### config.mk
export PLATFORM = sky130hd
export DESIGN_NAME = midi_track_event_parser
export DESIGN_NICKNAME = d
export VERILOG_FILES = /design/src/sv/mtep_pkg.sv /design/src/sv/mtep_front.sv /design/src/sv/mtep_core.sv /design/src/sv/mtep_outq.sv /design/src/sv/midi_track_event_parser.sv
export SDC_FILE = /design/constraint.sdc
export NUM_CORES = 1
export LEC_CHECK = 0
export ABC_AREA = 1
export BUFFER_PORTS_ARGS = -buffer_cell sky130_fd_sc_hd__buf_4
export CORE_MARGIN = 3
export CORE_UTILIZATION = 50
export DETAILED_ROUTE_END_ITERATION = 10
export PLACE_DENSITY = 0.7
export SETUP_SLACK_MARGIN = 0.1
export SYNTH_ARGS = -nofsm -noshare
export SYNTH_HDL_FRONTEND = slang
export SYNTH_SLANG_ARGS = --single-unit
export TNS_END_PERCENT = 10
### constraint.sdc
create_clock -name clk -period 11.89 [get_ports clk]
set_input_delay 2.378 -clock clk [delete_from_list [all_inputs] [get_ports clk]]
set_output_delay 2.378 -clock clk [all_outputs]
set_load 0.01 [all_outputs]
### src/sv/mtep_pkg.sv
// Shared types, constants and decode helpers for the MIDI track event parser.
package mtep_pkg;

  localparam int MAX_VLQ_BYTES   = 4;
  localparam int DATA_WORD_BYTES = 4;

  localparam int DELTA_W = 28;

  localparam logic [7:0] STATUS_META  = 8'hFF;
  localparam logic [3:0] NIBBLE_SYS   = 4'hF;
  localparam logic [3:0] NIBBLE_PROG  = 4'hC;
  localparam logic [3:0] NIBBLE_CPRS  = 4'hD;
  localparam logic [7:0] META_END     = 8'h2F;
  localparam logic [7:0] META_NAME    = 8'h03;
  localparam logic [7:0] META_TEMPO   = 8'h51;
  localparam logic [7:0] META_TIMESIG = 8'h58;
  localparam logic [7:0] META_KEYSIG  = 8'h59;

  typedef enum logic [3:0] {
    KIND_NOTE_OFF      = 4'd0,
    KIND_NOTE_ON       = 4'd1,
    KIND_POLY_PRESSURE = 4'd2,
    KIND_CONTROL       = 4'd3,
    KIND_PROGRAM       = 4'd4,
    KIND_CHAN_PRESSURE = 4'd5,
    KIND_PITCH_BEND    = 4'd6,
    KIND_SYSEX         = 4'd7,
    KIND_END           = 4'd8,
    KIND_NAME          = 4'd9,
    KIND_TEMPO         = 4'd10,
    KIND_TIMESIG       = 4'd11,
    KIND_KEYSIG        = 4'd12,
    KIND_META          = 4'd13,
    KIND_VLQ_ERR       = 4'd14,
    KIND_TRUNC         = 4'd15
  } kind_t;

  // Classified input word, as it travels from the front queue to the parser.
  typedef struct packed {
    logic [7:0] data;
    logic       start;
    logic       is_status;
    logic       is_meta;
    logic       is_system;
    logic       one_data;
    kind_t      meta_kind;
  } byte_cls_t;

  typedef struct packed {
    kind_t                kind;
    logic [DELTA_W-1:0]   delta_time;
    logic [7:0]           status_byte;
    logic [3:0]           channel_number;
    logic [7:0]           meta_type;
    logic [2:0]           data_count;
    logic [31:0]          data_word;
    logic [DELTA_W-1:0]   payload_length;
    logic                 track_done;
  } result_t;

  function automatic kind_t chan_kind(input logic [7:0] status);
    return kind_t'({1'b0, status[6:4]});
  endfunction

  function automatic kind_t meta_kind(input logic [7:0] mtype);
    kind_t k;
    priority case (mtype)
      META_END:     k = KIND_END;
      META_NAME:    k = KIND_NAME;
      META_TEMPO:   k = KIND_TEMPO;
      META_TIMESIG: k = KIND_TIMESIG;
      META_KEYSIG:  k = KIND_KEYSIG;
      default:      k = KIND_META;
    endcase
    return k;
  endfunction

endpackage

### src/sv/mtep_front.sv
// Front end: classifies incoming bytes and holds them in a two-word queue.
module mtep_front (
  input  logic                clk,
  input  logic                rst,
  input  logic                push,
  output logic                full,
  input  logic [7:0]          data_byte,
  input  logic                start_track,
  output logic                head_valid,
  output mtep_pkg::byte_cls_t head,
  input  logic                head_take
);

  mtep_pkg::byte_cls_t slots [2];
  mtep_pkg::byte_cls_t cls;
  logic                wr_ptr;
  logic                rd_ptr;
  logic [1:0]          count;
  logic                wr_en;

  always_comb begin
    cls.data      = data_byte;
    cls.start     = start_track;
    cls.is_status = data_byte[7];
    cls.is_meta   = data_byte == mtep_pkg::STATUS_META;
    cls.is_system = data_byte[7:4] == mtep_pkg::NIBBLE_SYS;
    cls.one_data  = data_byte[7:4] == mtep_pkg::NIBBLE_PROG ||
                    data_byte[7:4] == mtep_pkg::NIBBLE_CPRS;
    cls.meta_kind = mtep_pkg::meta_kind(data_byte);
  end

  assign full       = count == 2'd2;
  assign wr_en      = push && !full;
  assign head_valid = count != 2'd0;
  assign head       = slots[rd_ptr];

  always_ff @(posedge clk) begin
    if (wr_en) begin
      slots[wr_ptr] <= cls;
    end
  end

  always_ff @(posedge clk) begin
    if (rst) begin
      wr_ptr <= 1'b0;
      rd_ptr <= 1'b0;
      count  <= 2'd0;
    end else begin
      if (wr_en) begin
        wr_ptr <= !wr_ptr;
      end
      if (head_take) begin
        rd_ptr <= !rd_ptr;
      end
      count <= count + {1'b0, wr_en} - {1'b0, head_take};
    end
  end

`ifndef SYNTH
  a_no_take_empty: assert property (@(posedge clk) disable iff (rst)
    head_take |-> head_valid)
    else $error("front queue taken while empty");
  a_count_range: assert property (@(posedge clk) disable iff (rst)
    count != 2'd3)
    else $error("front queue count out of range");
  a_full_holds: assert property (@(posedge clk) disable iff (rst)
    (full && !head_take) |=> full)
    else $error("front queue lost a word while full");
`endif

endmodule

### src/sv/mtep_core.sv
// Parser back end: one classified byte per cycle through the event state machine while res_space is high.
module mtep_core (
  input  logic                clk,
  input  logic                rst,
  input  logic [31:0]         track_length,
  input  logic                in_valid,
  input  mtep_pkg::byte_cls_t in_item,
  output logic                in_take,
  input  logic                res_space,
  output logic                res_valid,
  output mtep_pkg::result_t   res
);

  localparam logic [2:0] VLQ_LIMIT  = 3'(mtep_pkg::MAX_VLQ_BYTES);
  localparam logic [3:0] PACK_LIMIT = 4'(mtep_pkg::DATA_WORD_BYTES);

  typedef enum logic [2:0] {
    PH_DELTA,
    PH_STATUS,
    PH_CHDATA,
    PH_METATYPE,
    PH_LEN,
    PH_PAYLOAD
  } phase_t;

  typedef struct packed {
    phase_t                        phase;
    logic [mtep_pkg::DELTA_W-1:0]  acc;
    logic [2:0]                    vcnt;
    logic [mtep_pkg::DELTA_W-1:0]  held;
    logic [7:0]                    meta;
    mtep_pkg::kind_t               mkind;
    logic [mtep_pkg::DELTA_W-1:0]  br;
    logic [31:0]                   pd;
    logic [3:0]                    pc;
    logic [7:0]                    es;
  } ev_t;

  localparam ev_t EV_CLEAR = '{
    phase: PH_DELTA, acc: '0, vcnt: '0, held: '0, meta: '0,
    mkind: mtep_pkg::KIND_META, br: '0, pd: '0, pc: '0, es: '0
  };

  ev_t         ev;
  logic [7:0]  rs;
  logic        rs_one;
  logic [31:0] offset;
  logic        ended;

  ev_t         ev_next;
  logic [7:0]  rs_next;
  logic        rs_one_next;
  logic [31:0] offset_next;
  logic        ended_next;

  ev_t         cur;
  logic [7:0]  cur_rs;
  logic [31:0] cur_offset;
  logic        cur_ended;

  logic [mtep_pkg::DELTA_W-1:0] acc7;
  logic [2:0]                   cnt1;
  logic [31:0]                  pk_pd;
  logic [3:0]                   pk_pc;
  logic [mtep_pkg::DELTA_W-1:0] br_dec;
  logic                         is_name;
  mtep_pkg::kind_t              pay_kind;
  logic                         hit;
  logic                         idle;
  mtep_pkg::result_t            res_c;

  function automatic mtep_pkg::result_t mk(input ev_t e, input mtep_pkg::kind_t k,
                                           input logic [3:0] cnt, input logic [31:0] w,
                                           input logic done);
    mtep_pkg::result_t r;
    r.kind           = k;
    r.delta_time     = e.held;
    r.status_byte    = e.es;
    r.channel_number = (e.es[7] && e.es[7:4] != mtep_pkg::NIBBLE_SYS) ? e.es[3:0] : 4'd0;
    r.meta_type      = e.meta;
    r.data_count     = cnt[2:0];
    r.data_word      = w;
    r.payload_length = e.acc;
    r.track_done     = done;
    return r;
  endfunction

  assign in_take = in_valid && res_space;

  always_comb begin
    // start of track clears the event, running status and offset first
    cur        = in_item.start ? EV_CLEAR : ev;
    cur_rs     = in_item.start ? 8'd0 : rs;
    cur_offset = in_item.start ? 32'd0 : offset;
    cur_ended  = in_item.start ? 1'b0 : ended;

    acc7     = {cur.acc[mtep_pkg::DELTA_W-8:0], in_item.data[6:0]};
    cnt1     = cur.vcnt + 3'd1;
    pk_pd    = (cur.pc < PACK_LIMIT) ? {cur.pd[23:0], in_item.data} : cur.pd;
    pk_pc    = (cur.pc < PACK_LIMIT) ? cur.pc + 4'd1 : cur.pc;
    br_dec   = cur.br - 28'd1;
    is_name  = cur.es == mtep_pkg::STATUS_META && cur.mkind == mtep_pkg::KIND_NAME;
    pay_kind = (cur.es != mtep_pkg::STATUS_META) ? mtep_pkg::KIND_SYSEX : cur.mkind;

    ev_next     = cur;
    rs_next     = cur_rs;
    rs_one_next = rs_one;
    offset_next = cur_offset;
    ended_next  = cur_ended;
    hit         = 1'b0;
    idle        = 1'b0;
    res_c       = '0;

    if (!cur_ended && cur_offset < track_length) begin
      offset_next = cur_offset + 32'd1;
      unique case (cur.phase)
        PH_DELTA: begin
          if (in_item.data[7]) begin
            ev_next.acc  = acc7;
            ev_next.vcnt = cnt1;
            if (cnt1 >= VLQ_LIMIT) begin
              ev_next.held = '0;
              res_c        = mk(ev_next, mtep_pkg::KIND_VLQ_ERR, cur.pc, cur.pd, 1'b1);
              hit          = 1'b1;
              ended_next   = 1'b1;
            end
          end else begin
            ev_next.vcnt  = '0;
            ev_next.held  = acc7;
            ev_next.acc   = '0;
            ev_next.phase = PH_STATUS;
          end
        end
        PH_STATUS: begin
          if (in_item.is_status) begin
            ev_next.es = in_item.data;
            if (in_item.is_meta) begin
              rs_next       = 8'd0;
              ev_next.phase = PH_METATYPE;
            end else if (in_item.is_system) begin
              rs_next       = 8'd0;
              ev_next.phase = PH_LEN;
            end else begin
              rs_next       = in_item.data;
              rs_one_next   = in_item.one_data;
              ev_next.br    = in_item.one_data ? 28'd1 : 28'd2;
              ev_next.phase = PH_CHDATA;
            end
          end else if (cur_rs != 8'd0) begin
            // running status: this byte is the first data byte
            ev_next.es = cur_rs;
            ev_next.pd = pk_pd;
            ev_next.pc = pk_pc;
            if (rs_one) begin
              res_c   = mk(ev_next, mtep_pkg::chan_kind(cur_rs), pk_pc, pk_pd, 1'b0);
              hit     = 1'b1;
              ev_next = EV_CLEAR;
            end else begin
              ev_next.br    = 28'd1;
              ev_next.phase = PH_CHDATA;
            end
          end
        end
        PH_CHDATA: begin
          ev_next.pd = pk_pd;
          ev_next.pc = pk_pc;
          ev_next.br = br_dec;
          if (br_dec == '0) begin
            res_c   = mk(ev_next, mtep_pkg::chan_kind(cur.es), pk_pc, pk_pd, 1'b0);
            hit     = 1'b1;
            ev_next = EV_CLEAR;
          end
        end
        PH_METATYPE: begin
          ev_next.meta  = in_item.data;
          ev_next.mkind = in_item.meta_kind;
          ev_next.phase = PH_LEN;
        end
        PH_LEN: begin
          ev_next.acc  = acc7;
          ev_next.vcnt = cnt1;
          if (in_item.data[7]) begin
            if (cnt1 >= VLQ_LIMIT) begin
              res_c      = mk(ev_next, mtep_pkg::KIND_VLQ_ERR, cur.pc, cur.pd, 1'b1);
              hit        = 1'b1;
              ended_next = 1'b1;
            end
          end else begin
            ev_next.vcnt = '0;
            ev_next.br   = acc7;
            if (acc7 == '0) begin
              hit = 1'b1;
              if (is_name) begin
                res_c = mk(ev_next, mtep_pkg::KIND_NAME, 4'd0, 32'd0, 1'b0);
              end else begin
                res_c = mk(ev_next, pay_kind, cur.pc, cur.pd,
                           pay_kind == mtep_pkg::KIND_END);
                ended_next = pay_kind == mtep_pkg::KIND_END;
              end
              ev_next = EV_CLEAR;
            end else begin
              ev_next.phase = PH_PAYLOAD;
            end
          end
        end
        PH_PAYLOAD: begin
          ev_next.pd = pk_pd;
          ev_next.pc = pk_pc;
          ev_next.br = br_dec;
          if (is_name) begin
            res_c = mk(ev_next, mtep_pkg::KIND_NAME, 4'd1, {24'd0, in_item.data}, 1'b0);
            hit   = 1'b1;
            if (br_dec == '0) begin
              ev_next = EV_CLEAR;
            end
          end else if (br_dec == '0) begin
            res_c      = mk(ev_next, pay_kind, pk_pc, pk_pd, pay_kind == mtep_pkg::KIND_END);
            hit        = 1'b1;
            ended_next = pay_kind == mtep_pkg::KIND_END;
            ev_next    = EV_CLEAR;
          end
        end
        default: begin
          ev_next = EV_CLEAR;
        end
      endcase

      // last byte of the chunk: close a finished event, else flag truncation
      if (!ended_next && offset_next == track_length) begin
        idle = ev_next.phase == PH_DELTA && ev_next.vcnt == '0;
        if (hit && idle) begin
          res_c.track_done = 1'b1;
        end else begin
          res_c = mk(ev_next, mtep_pkg::KIND_TRUNC, ev_next.pc, ev_next.pd, 1'b1);
          hit   = 1'b1;
        end
        ended_next = 1'b1;
      end
    end
  end

  assign res_valid = in_take && hit;
  assign res       = res_c;

  always_ff @(posedge clk) begin
    if (rst) begin
      ev     <= EV_CLEAR;
      rs     <= 8'd0;
      rs_one <= 1'b0;
      offset <= 32'd0;
      ended  <= 1'b0;
    end else if (in_take) begin
      ev     <= ev_next;
      rs     <= rs_next;
      rs_one <= rs_one_next;
      offset <= offset_next;
      ended  <= ended_next;
    end
  end

`ifndef SYNTH
  a_quiet_after_end: assert property (@(posedge clk) disable iff (rst)
    (in_take && ended && !in_item.start) |-> !res_valid)
    else $error("result after end of track");
  a_pack_bound: assert property (@(posedge clk) disable iff (rst)
    ev.pc <= PACK_LIMIT)
    else $error("packed count past data word size");
  a_vlq_bound: assert property (@(posedge clk) disable iff (rst)
    !ended |-> ev.vcnt < VLQ_LIMIT)
    else $error("VLQ byte count past limit on a live track");
  a_done_ends: assert property (@(posedge clk) disable iff (rst)
    (res_valid && res.track_done) |=> ended)
    else $error("track_done given but track not ended");
`endif

endmodule

### src/sv/mtep_outq.sv
// Result queue: two-word register queue that feeds the result ports.
module mtep_outq (
  input  logic              clk,
  input  logic              rst,
  input  logic              wr_valid,
  input  mtep_pkg::result_t wr_data,
  output logic              space,
  output logic              empty,
  input  logic              pop,
  output mtep_pkg::result_t head
);

  mtep_pkg::result_t slots [2];
  logic              wr_ptr;
  logic              rd_ptr;
  logic [1:0]        count;
  logic              rd_en;

  assign space = count != 2'd2;
  assign empty = count == 2'd0;
  assign rd_en = pop && !empty;
  assign head  = slots[rd_ptr];

  always_ff @(posedge clk) begin
    if (wr_valid) begin
      slots[wr_ptr] <= wr_data;
    end
  end

  always_ff @(posedge clk) begin
    if (rst) begin
      wr_ptr <= 1'b0;
      rd_ptr <= 1'b0;
      count  <= 2'd0;
    end else begin
      if (wr_valid) begin
        wr_ptr <= !wr_ptr;
      end
      if (rd_en) begin
        rd_ptr <= !rd_ptr;
      end
      count <= count + {1'b0, wr_valid} - {1'b0, rd_en};
    end
  end

`ifndef SYNTH
  a_no_overflow: assert property (@(posedge clk) disable iff (rst)
    wr_valid |-> space)
    else $error("result queue written while full");
  a_count_range: assert property (@(posedge clk) disable iff (rst)
    count != 2'd3)
    else $error("result queue count out of range");
  a_head_holds: assert property (@(posedge clk) disable iff (rst)
    (!empty && !pop) |=> $stable(head))
    else $error("result head changed while waiting");
`endif

endmodule

### src/sv/midi_track_event_parser.sv
// Top level of the MIDI track event parser: front queue, parser core, result queue.
//
// Bytes of a track chunk payload enter through push/full; a byte is taken at a
// clock edge with push high and full low. start_track marks the first byte of a
// track and clears running status, the byte offset and any event in progress.
// Results leave through empty/pop: the oldest result sits on the result ports
// while empty is low and is taken at an edge with pop high.
// The cfg channel (cfg_valid/cfg_ready/cfg_data) writes track_length, the chunk
// payload size; cfg_ready is always high. Write it only while the block is idle.
// Throughput is one byte per cycle while full is low; the core updates its event
// state for one byte each cycle while the result queue has space. A taken byte
// is registered in the front queue and its result, if any, in the result queue.
// A two-word queue sits on each side of the core. When pop stays low the result
// queue fills, the core stops taking bytes, and the front queue then raises
// full; no word is lost or repeated.
// Reset clears all control state and sets track_length to zero, so bytes are
// ignored until a length is written.
module midi_track_event_parser (
  input  logic        clk,
  input  logic        rst,
  input  logic        push,
  output logic        full,
  input  logic [7:0]  data_byte,
  input  logic        start_track,
  output logic        empty,
  input  logic        pop,
  output logic [3:0]  kind,
  output logic [27:0] delta_time,
  output logic [7:0]  status_byte,
  output logic [3:0]  channel_number,
  output logic [7:0]  meta_type,
  output logic [2:0]  data_count,
  output logic [31:0] data_word,
  output logic [27:0] payload_length,
  output logic        track_done,
  input  logic        cfg_valid,
  output logic        cfg_ready,
  input  logic [31:0] cfg_data
);

  logic [31:0]         track_length;
  logic                head_valid;
  mtep_pkg::byte_cls_t head_item;
  logic                head_take;
  logic                res_space;
  logic                res_valid;
  mtep_pkg::result_t   res_core;
  mtep_pkg::result_t   res_head;

  assign cfg_ready = 1'b1;

  always_ff @(posedge clk) begin
    if (rst) begin
      track_length <= 32'd0;
    end else if (cfg_valid && cfg_ready) begin
      track_length <= cfg_data;
    end
  end

  mtep_front u_front (
    .clk         (clk),
    .rst         (rst),
    .push        (push),
    .full        (full),
    .data_byte   (data_byte),
    .start_track (start_track),
    .head_valid  (head_valid),
    .head        (head_item),
    .head_take   (head_take)
  );

  mtep_core u_core (
    .clk          (clk),
    .rst          (rst),
    .track_length (track_length),
    .in_valid     (head_valid),
    .in_item      (head_item),
    .in_take      (head_take),
    .res_space    (res_space),
    .res_valid    (res_valid),
    .res          (res_core)
  );

  mtep_outq u_outq (
    .clk      (clk),
    .rst      (rst),
    .wr_valid (res_valid),
    .wr_data  (res_core),
    .space    (res_space),
    .empty    (empty),
    .pop      (pop),
    .head     (res_head)
  );

  assign kind           = res_head.kind;
  assign delta_time     = res_head.delta_time;
  assign status_byte    = res_head.status_byte;
  assign channel_number = res_head.channel_number;
  assign meta_type      = res_head.meta_type;
  assign data_count     = res_head.data_count;
  assign data_word      = res_head.data_word;
  assign payload_length = res_head.payload_length;
  assign track_done     = res_head.track_done;

endmodule
==> results of run 1 <==
==> power by group through the flow <==
stage          combinational [mW]  clock, mW  sequential [mW]
2_1_floorplan                2.31          0             2.16
3_3_place_gp                 3.17          0             2.23
3_5_place_dp                 3.17          0             2.23
4_1_cts                      3.19       1.76             2.20
5_1_grt                      3.59       1.83             2.23
6_report                     3.29       1.73             2.21
==> state kept, by name, summed over array words and instances, names as in the netlist, named ones only <==
| signal | cells |
|---|---|
| track_length | 32 |
| u_core.rs | 8 |
| u_core.offset | 32 |
| u_outq.slots | 232 |
| u_front.wr_ptr | 1 |
| u_core.rs_one | 1 |
| u_front.slots | 30 |
| u_outq.rd_ptr | 1 |
| u_front.rd_ptr | 1 |
| u_core.ended | 1 |
| u_outq.count | 2 |
| u_front.count | 2 |
| u_core.ev | 146 |
| u_outq.wr_ptr | 1 |
==> per-layer routing <==
metal	GRT usage [%]	up-vias
met5	0	-
met4	9.682	2
met3	6.714	219
met2	44.19	1647
met1	44.48	13900
li1	-	14500
==> how the worst max path moves through the flow <==
stage | end | slack [ps]
2_1_floorplan | u_outq.slots[0][0] | 2850
3_3_place_gp | u_outq.slots[1][103] | 4650
3_5_place_dp | u_outq.slots[0][39] | 4510
4_1_cts | u_outq.slots[1][103] | 4540
5_1_grt | u_outq.slots[0][77] | 3760
6_report | u_outq.slots[0][48] | 4340
==> cells in the mapped netlist, drive strengths merged (2+ instances only) <==
cell type / n / share of area (%)
or2: 4 / 0.081
a22oi: 20 / 0.49
nand4: 40 / 0.83
o221ai: 19 / 0.54
a21boi: 15 / 0.37
a31oi: 18 / 0.37
nand2: 1073 / 13
buf: 71 / 1.5
nand3: 176 / 3.0
clkbuf: 179 / 2.2
xor2: 19 / 0.54
a21oi: 498 / 8.1
o211ai: 36 / 0.88
o31ai: 3 / 0.073
nor2: 571 / 7.5
edfxtp: 262 / 26
mux2: 116 / 4.2
clkinv: 6 / 0.073
a21o: 2 / 0.049
o21ai: 433 / 7.1
o21a: 8 / 0.20
a211oi: 3 / 0.073
inv: 380 / 4.6
nand3b: 2 / 0.049
ha: 41 / 1.7
nor3: 16 / 0.30
nor4: 6 / 0.14
dfxtp: 230 / 15
mux2i: 2 / 0.065
o21bai: 2 / 0.049
o2111ai: 3 / 0.085
o22ai: 46 / 0.94
==> kinds of logic (layout without fill, tap and decap cells) <==
| group | after synthesis | in the layout | share of synthesized area, % |
|---|---|---|---|
| xor+xnor | 21 | 21 | 0.6424 |
| simple gates | 1889 | 1889 | 25.06 |
| buf+inv | 636 | 688 | 8.384 |
| mux | 118 | 118 | 4.310 |
| other cells | 1 | 3 | 0.01219 |
| fa+ha+maj | 41 | 41 | 1.667 |
| compound gates | 1110 | 1110 | 19.39 |
| flops | 492 | 492 | 40.53 |
==> area by class of cell <==
| type | count | area, um2 | area share, % |
|---|---|---|---|
| Clock buffer | 68 | 1444 | 4.237 |
| Inverter | 386 | 1459 | 4.281 |
| Clock inverter | 32 | 382.9 | 1.123 |
| Antenna cell | 2 | 5.005 | 0.01469 |
| Sequential cell | 492 | 12480 | 36.61 |
| Tap cell | 782 | 978.4 | 2.871 |
| Multi-Input combinational cell | 3180 | 15790 | 46.34 |
| Timing Repair Buffer | 202 | 1541 | 4.523 |
==> through the flow <==
step                hold slack (ps)  setup slack [ps]  utilization [%]
detailed placement            443.7              4513            53.23
global route                  477.2              3756            56.25
global placement              435.1              4655            53.23
floorplan                     425.8              2846                -
finish                        450.0              4337            56.25
CTS                           450.8              4540            56.25
==> out/qor_table.md, run 1 <==
| Stage | Parameter | Reported |
| --- | --- | --- |
| global routing | Global-route usage over all layers | 30.28% |
| run | Total of max-cap violations | 0 |
| critical path | Count of cell instances traversed by the critical path | 20 |
| die | Die footprint | 0.06456 mm2 |
| critical path | Depth of the most critical reg-to-reg path | 20 |
| synthesis | Syn. warnings | 0 |
| hold path | Type of the worst min-delay path | reg -> reg |
| cells and area | Highest-count cells in the layout ignoring fill and taps | nand2_1 (1,063), nor2_1 (527), a21oi_1 (497) |
| global routing | Wire length of the first global-routing pass | 155.2 mm |
| die | Die Ht | 254.1 um |
| synthesis | Post-synthesis cell type count | 55 |
| synthesis | Post-synthesis instance area | 0.03077 mm2 |
| power | Fraction of power consumed by sequential logic | 30.5% |
| sta | Shortest period the worst path allows | 7553 ps |
| hold path | Instance count along the most critical hold path | 1 |
| drt | First DRT Iteration DRCs | 3,986 |
| clocking | Number of buffers inserted by post-CTS setup repair | 0 |
| placement | Global placement routability congestion | 0.9788 |
| cells and area | Fraction of layout cells with a size suffix above 1 | 11.22% |
| critical path | Setup crit end kind | register |
| critical path | Top delay family on crit path | simple AND/OR/NAND/NOR gates |
| critical path | Type of the setup path with the least slack | reg -> reg |
| die | Site Rows | 90 |
| sta | Worst Tran Pin Value | 1189 ps |
| critical path | Flop-to-flop setup slack | 4340 ps |
| sta | Unrepaired setup endpoints after global routing | false |
| power | Sw Share | 44.91% |
| drt | Detailed-router iteration count before antenna repair | 8 |
| clocking | Source-to-sink clock delay at the later pin of the worst-skew pair | 630 ps |
| drt | Met2 wire length | 42.20 mm |
| die | Die extent in x | 254.1 um |
| synthesis | Share of flip-flops with an asynchronous set or reset after synthesis | 0% |
| sta | Number of setup violations in the final report | 0 |
| cells and area | Fin cells | 5,144 |
| cells and area | Design area | 0.03408 mm2 |
| power | Total power after layout | 7.230 mW |
| sta | Final Max Tran Viols | 0 |
| synthesis | Number of synthesized register bits | 492 |
| power | Switching power of the nets | 3.247 mW |
| hold path | Hold worst-path end | u_front.rd_ptr |
| clocking | Number of instances resized during post-cts repair | 0 |
| sta | Period utilisation layout | 63.52% |
| placement | Port buffer count | 163 |
| critical path | Cell with the largest stage delay on the worst path | dfxtp_1 |
| die | Starting utilization of the core area | 50.80% |
| clocking | Clock root buffer | clkbuf_16 |
| cells and area | Fillers | 5,784 |
| clocking | TritonCTS clock tree | built |
| global routing | Antenna violations before repair | 2 |
| critical path | Critical Path Max Stage Delay | 800 ps |
| global routing | Largest net degree at the start of global routing | 197 |
| drt | Total routed wire length on the met1 layer | 43.93 mm |
| drt | Detailed-route via count | 30,270 |
| clocking | Clock sinks | 492 |
| synthesis | Number of synthesized flops with an enable pin | 262 |
| clocking | Maximum buffer depth of the clock tree | 3 |
| critical path | Critical path startpoint category | register |
| drt | Vias/cell | 5.884 |
| placement | Post-Place Cell Area | 0.03225 mm2 |
| drt | DR WL/cell | 19.53 um |
| placement | Placed cell count | 5,042 |
| clocking | Clock transition at the registers of the reported paths | 60 ps |
| synthesis | Post-Syn Instances | 4,308 |
| cells and area | Number of nets at the end of the flow | 4,402 |
| critical path | Reg2reg end | u_outq.slots[0][48] |
| drt | ANT nets after route | 0 |
| synthesis | Part of the Yosys area used for sequential elements | 40.53% |
| hold path | Min-Delay Startpoint | u_front.rd_ptr |
| sta | Maximum clock frequency | 132.4 MHz |
| cells and area | Layout area overhead | 10.75% |
| synthesis | Synthesized area divided by synthesized cell count | 7.143 um2 |
| clocking | Number of buffers added by the clock tree synthesis step | 53 |
| clocking | H-tree depth | 2 |
| cells and area | Commonest non-fill, non-tap cell in the layout | nand2_1 |
| critical path | Library cell appearing most often on the critical path | nand2_1 |
| die | Number of placed I/O pins | 165 |
| sta | Max_slew headroom | 20.45% |
| drt | Number of design rule violations left after detail routing | 0 |
| status | Status | completed |
| power | Static leakage power | 14.41 nW |
| drt | Total Routed Length | 100.5 mm |
| critical path | Required time at the worst-slack endpoint | 12,250 ps |
| critical path | Buf/Inv on CP | 4 |
| clocking | CTS Hold Buffers Added | 0 |
| synthesis | Main flop type after synthesis | edfxtp_1 |
| power | Clock Power Share | 24.0% |
| placement | DPL Wire Length | 66.83 mm |
| global routing | Via count of the first global-routing pass | 27,160 |
| critical path | Data arrival time at the worst-slack endpoint | 7910 ps |
| sta | Setup TNS | 0 ps |
| power | Internal Dissipation | 3.983 mW |
| sta | Final worst clock skew | 27.32 ps |
| power | Maximum vdd ir drop | 0.2385 mV |
| drt | Highest signal layer in the routed design | met5 |
| critical path | Maximum fanout along the worst path | 70 |
| power | Combinational power share | 45.5% |
| global routing | Gr ovfl total | 0 |
| power | Power per cell area | 212.2 mW/mm2 |
| die | Core region area | 0.06058 mm2 |
| drt | Met3 wire length | 11.17 mm |
| synthesis | Net count after synthesis | 4,395 |
| critical path | Cells traversed along the worst timing path | nand2_2 > nand2_4 > buf_4 > nor2_1 > nor2_1 > inv_1 > nor2_2 > nand3_2 > nand3_2 > nand2_2 > nand2_1 > nand2_1 > nand2_1 > nor2_4 > buf_4 > nand2_4 > buf_4 > nand2_1 > nand2_1 > nor2_1 |
| sta | Final Hold Viols | 0 |
No activity file was read; power rests on OpenSTA's default activity.
==> run 2: changes to the inputs <==
--- a/config.mk
+++ b/config.mk
@@ -10,7 +10,7 @@
 export CORE_MARGIN = 3
 export CORE_UTILIZATION = 50
 export DETAILED_ROUTE_END_ITERATION = 10
-export PLACE_DENSITY = 0.7
+export PLACE_DENSITY = 0.73
 export SETUP_SLACK_MARGIN = 0.1
 export SYNTH_ARGS = -nofsm -noshare
 export SYNTH_HDL_FRONTEND = slang
==> constraint.sdc (replaced) <==
create_clock -name clk -period 6.2 [get_ports clk]
set_input_delay 1.24 -clock clk [delete_from_list [all_inputs] [get_ports clk]]
set_output_delay 1.24 -clock clk [all_outputs]
set_load 0.01 [all_outputs]
==> run 2 against run 1 <==
Cell area rose by 0.54%. Via count is 0.40% lower. Global-route usage shrank 1.2 points. Setup slack got worse by 3300 ps. Sequential power is 90% higher. Sequential cell count did not move. Total power increased by 91%. Clock power rose by 86%. Final cell count is 0.45% higher. Critical endpoint is now u_outq.slots[1][8]. Largest power group unchanged.
==> out/qor_table.md, run 2 (same netlist as run 1, synthesis figures left out) <==
| Stage | Parameter | Reported |
| --- | --- | --- |
| global routing | Largest net degree at the start of global routing | 105 |
| cells and area | Registers with the most flip-flops | u_outq.slots x232, u_core.ev x146 |
| placement | Post-Place Cell Area | 0.03251 mm2 |
| sta | Setup TNS | 0 ps |
| sta | Final Max Tran Viols | 0 |
| critical path | Top delay family on crit path | simple AND/OR/NAND/NOR gates |
| clocking | H-tree depth | 2 |
| sta | Maximum clock frequency | 192.0 MHz |
| die | Die footprint | 0.06456 mm2 |
| sta | Number of setup violations in the final report | 0 |
| sta | Fin Hold WS | 462.2 ps |
| critical path | Buf/Inv on CP | 6 |
| power | Combinational power share | 46.3% |
| cells and area | Largest Register | u_outq.slots |
| die | Starting utilization of the core area | 50.80% |
| clocking | Number of buffers added by the clock tree synthesis step | 53 |
| cells and area | Fraction of layout cells with a size suffix above 1 | 11.77% |
| critical path | Cell with the largest stage delay on the worst path | nand2_4 |
| drt | Met3 wire length | 11.14 mm |
| critical path | Reg2reg end | u_outq.slots[1][8] |
| global routing | Gr ovfl total | 0 |
| drt | Total Routed Length | 97.09 mm |
| drt | Vias/cell | 5.834 |
| die | Core region area | 0.06058 mm2 |
| global routing | Wire length of the first global-routing pass | 150.7 mm |
| power | Static leakage power | 14.54 nW |
| clocking | Number of buffers inserted by post-CTS setup repair | 0 |
| placement | Port buffer count | 163 |
| sta | Max_slew headroom | 21.77% |
| drt | Met2 wire length | 40.99 mm |
| drt | Highest signal layer in the routed design | met4 |
| critical path | Data arrival time at the worst-slack endpoint | 5480 ps |
| power | Clock Power Share | 23.3% |
| critical path | Critical Path Max Stage Delay | 470 ps |
| cells and area | Final design utilization | 56.56% |
| clocking | Source-to-sink clock delay at the later pin of the worst-skew pair | 630 ps |
| sta | Shortest period the worst path allows | 5207 ps |
| cells and area | Highest-count cells in the layout ignoring fill and taps | nand2_1 (1,063), nor2_1 (530), a21oi_1 (497) |
| hold path | Type of the worst min-delay path | reg -> reg |
| cells and area | Largest register FFs | 232 |
| power | Power per cell area | 402.3 mW/mm2 |
| clocking | Maximum buffer depth of the clock tree | 3 |
| critical path | Depth of the most critical reg-to-reg path | 25 |
| sta | Final Hold Viols | 0 |
| drt | Total routed wire length on the met1 layer | 41.76 mm |
| die | Die Ht | 254.1 um |
| run | Total of max-cap violations | 0 |
| cells and area | Design area | 0.03426 mm2 |
| critical path | Required time at the worst-slack endpoint | 6470 ps |
| die | Number of placed I/O pins | 165 |
| clocking | Clock root buffer | clkbuf_16 |
| clocking | Clock sinks | 492 |
| clocking | CTS Hold Buffers Added | 0 |
| critical path | Setup crit end kind | register |
| clocking | TritonCTS clock tree | built |
| status | Status | completed |
| drt | DR WL/cell | 18.79 um |
| global routing | Antenna violations before repair | 1 |
| power | Switching power of the nets | 6.234 mW |
| drt | ANT nets after route | 0 |
| drt | Number of design rule violations left after detail routing | 0 |
| clocking | Number of instances resized during post-cts repair | 0 |
| hold path | Min-Delay Startpoint | u_outq.rd_ptr |
| critical path | Type of the setup path with the least slack | reg -> reg |
| critical path | Maximum fanout along the worst path | 58 |
| cells and area | Number of nets at the end of the flow | 4,429 |
| drt | Detailed-route via count | 30,150 |
| placement | DPL Wire Length | 65.41 mm |
| power | Total power after layout | 13.79 mW |
| global routing | Via count of the first global-routing pass | 26,970 |
| clocking | Clock transition at the registers of the reported paths | 60 ps |
| sta | Worst Tran Pin Value | 1173 ps |
| power | Maximum vdd ir drop | 0.3200 mV |
| placement | Global placement routability congestion | 0.9888 |
| power | Fraction of power consumed by sequential logic | 30.4% |
| critical path | Library cell appearing most often on the critical path | nand2_1 |
| sta | Unrepaired setup endpoints after global routing | false |
| power | Internal Dissipation | 7.552 mW |
| critical path | Flop-to-flop setup slack | 990 ps |
| hold path | Instance count along the most critical hold path | 1 |
| sta | Period utilisation layout | 83.99% |
| cells and area | # diodes | 0 |
| power | Sw Share | 45.22% |
| drt | Detailed-router iteration count before antenna repair | 6 |
| die | Die extent in x | 254.1 um |
| cells and area | Commonest non-fill, non-tap cell in the layout | nand2_1 |
| drt | First DRT Iteration DRCs | 3,617 |
| cells and area | Layout area overhead | 11.34% |
| sta | Final worst clock skew | 33.23 ps |
| global routing | Global-route usage over all layers | 29.12% |
| critical path | Critical path startpoint category | register |
| die | Site Rows | 90 |
-- run 2: worst max path at each step --
| stage | start | depth (start not counted) | slack [ps] | end |
|---|---|---|---|---|
| 2_1_floorplan | register | 25 | -170 | u_outq.slots[1][0] |
| 3_3_place_gp | register | 25 | 1150 | u_outq.slots[0][95] |
| 3_5_place_dp | register | 25 | 1100 | u_outq.slots[0][95] |
| 4_1_cts | register | 25 | 1090 | u_outq.slots[0][13] |
| 5_1_grt | register | 25 | 630 | u_outq.slots[1][8] |
| 6_report | register | 25 | 990 | u_outq.slots[1][8] |
-- run 2: power by group through the flow --
stage               registers, mW  logic [mW]  clock network, mW
CTS                          4.18        6.21               3.26
floorplan                    4.13        4.42                  0
finish                       4.19        6.38               3.21
detailed placement           4.24        6.18                  0
global route                 4.24        7.00               3.38
global placement             4.23        6.14                  0
-- run 2: final cells by class --
type	instances	area, um2
clock buffers	64	1418
repair buffers	229	1819
fillers	5722	26320
inverters	386	1459
multi-input cells	3180	15780
clock inverters	34	336.6
well taps	782	978.4
flip-flops and latches	492	12480
-- run 2: metal layers --
| layer | GRT usage [%] | vias up |
|---|---|---|
| li1 | - | 14520 |
| met1 | 42.37 | 13730 |
| met2 | 43.50 | 1662 |
| met3 | 5.875 | 232 |
| met4 | 9.207 | 0 |
| met5 | 0 | - |
-- run 2: per-stage QoR --
| step | std cells | setup slack [ps] |
|---|---|---|
| floorplan | 4308 | -165.5 |
| global placement | 5069 | 1149 |
| detailed placement | 5069 | 1100 |
| CTS | 5167 | 1090 |
| global route | 5167 | 627.6 |
| finish | 5167 | 992.6 |
-- run 2: worst register-to-register path, cell delays in order, from the launching register on --
cell	delay (ps)
dfxtp_1	400
inv_2	180
nand2_1	110
nand2_4	470
nand2_1	240
inv_1	210
ha_1	300
inv_1	120
nor2_1	290
nand2_1	240
inv_1	120
nand3_1	80
nand2_1	80
nand2_1	70
nand2_1	60
nand2_1	60
nor2_1	110
nand2_1	90
nor2_1	190
nand2_1	140
nor2_2	270
nand3_1	150
nand2_1	130
nand3_1	140
inv_4	250
buf_12	340
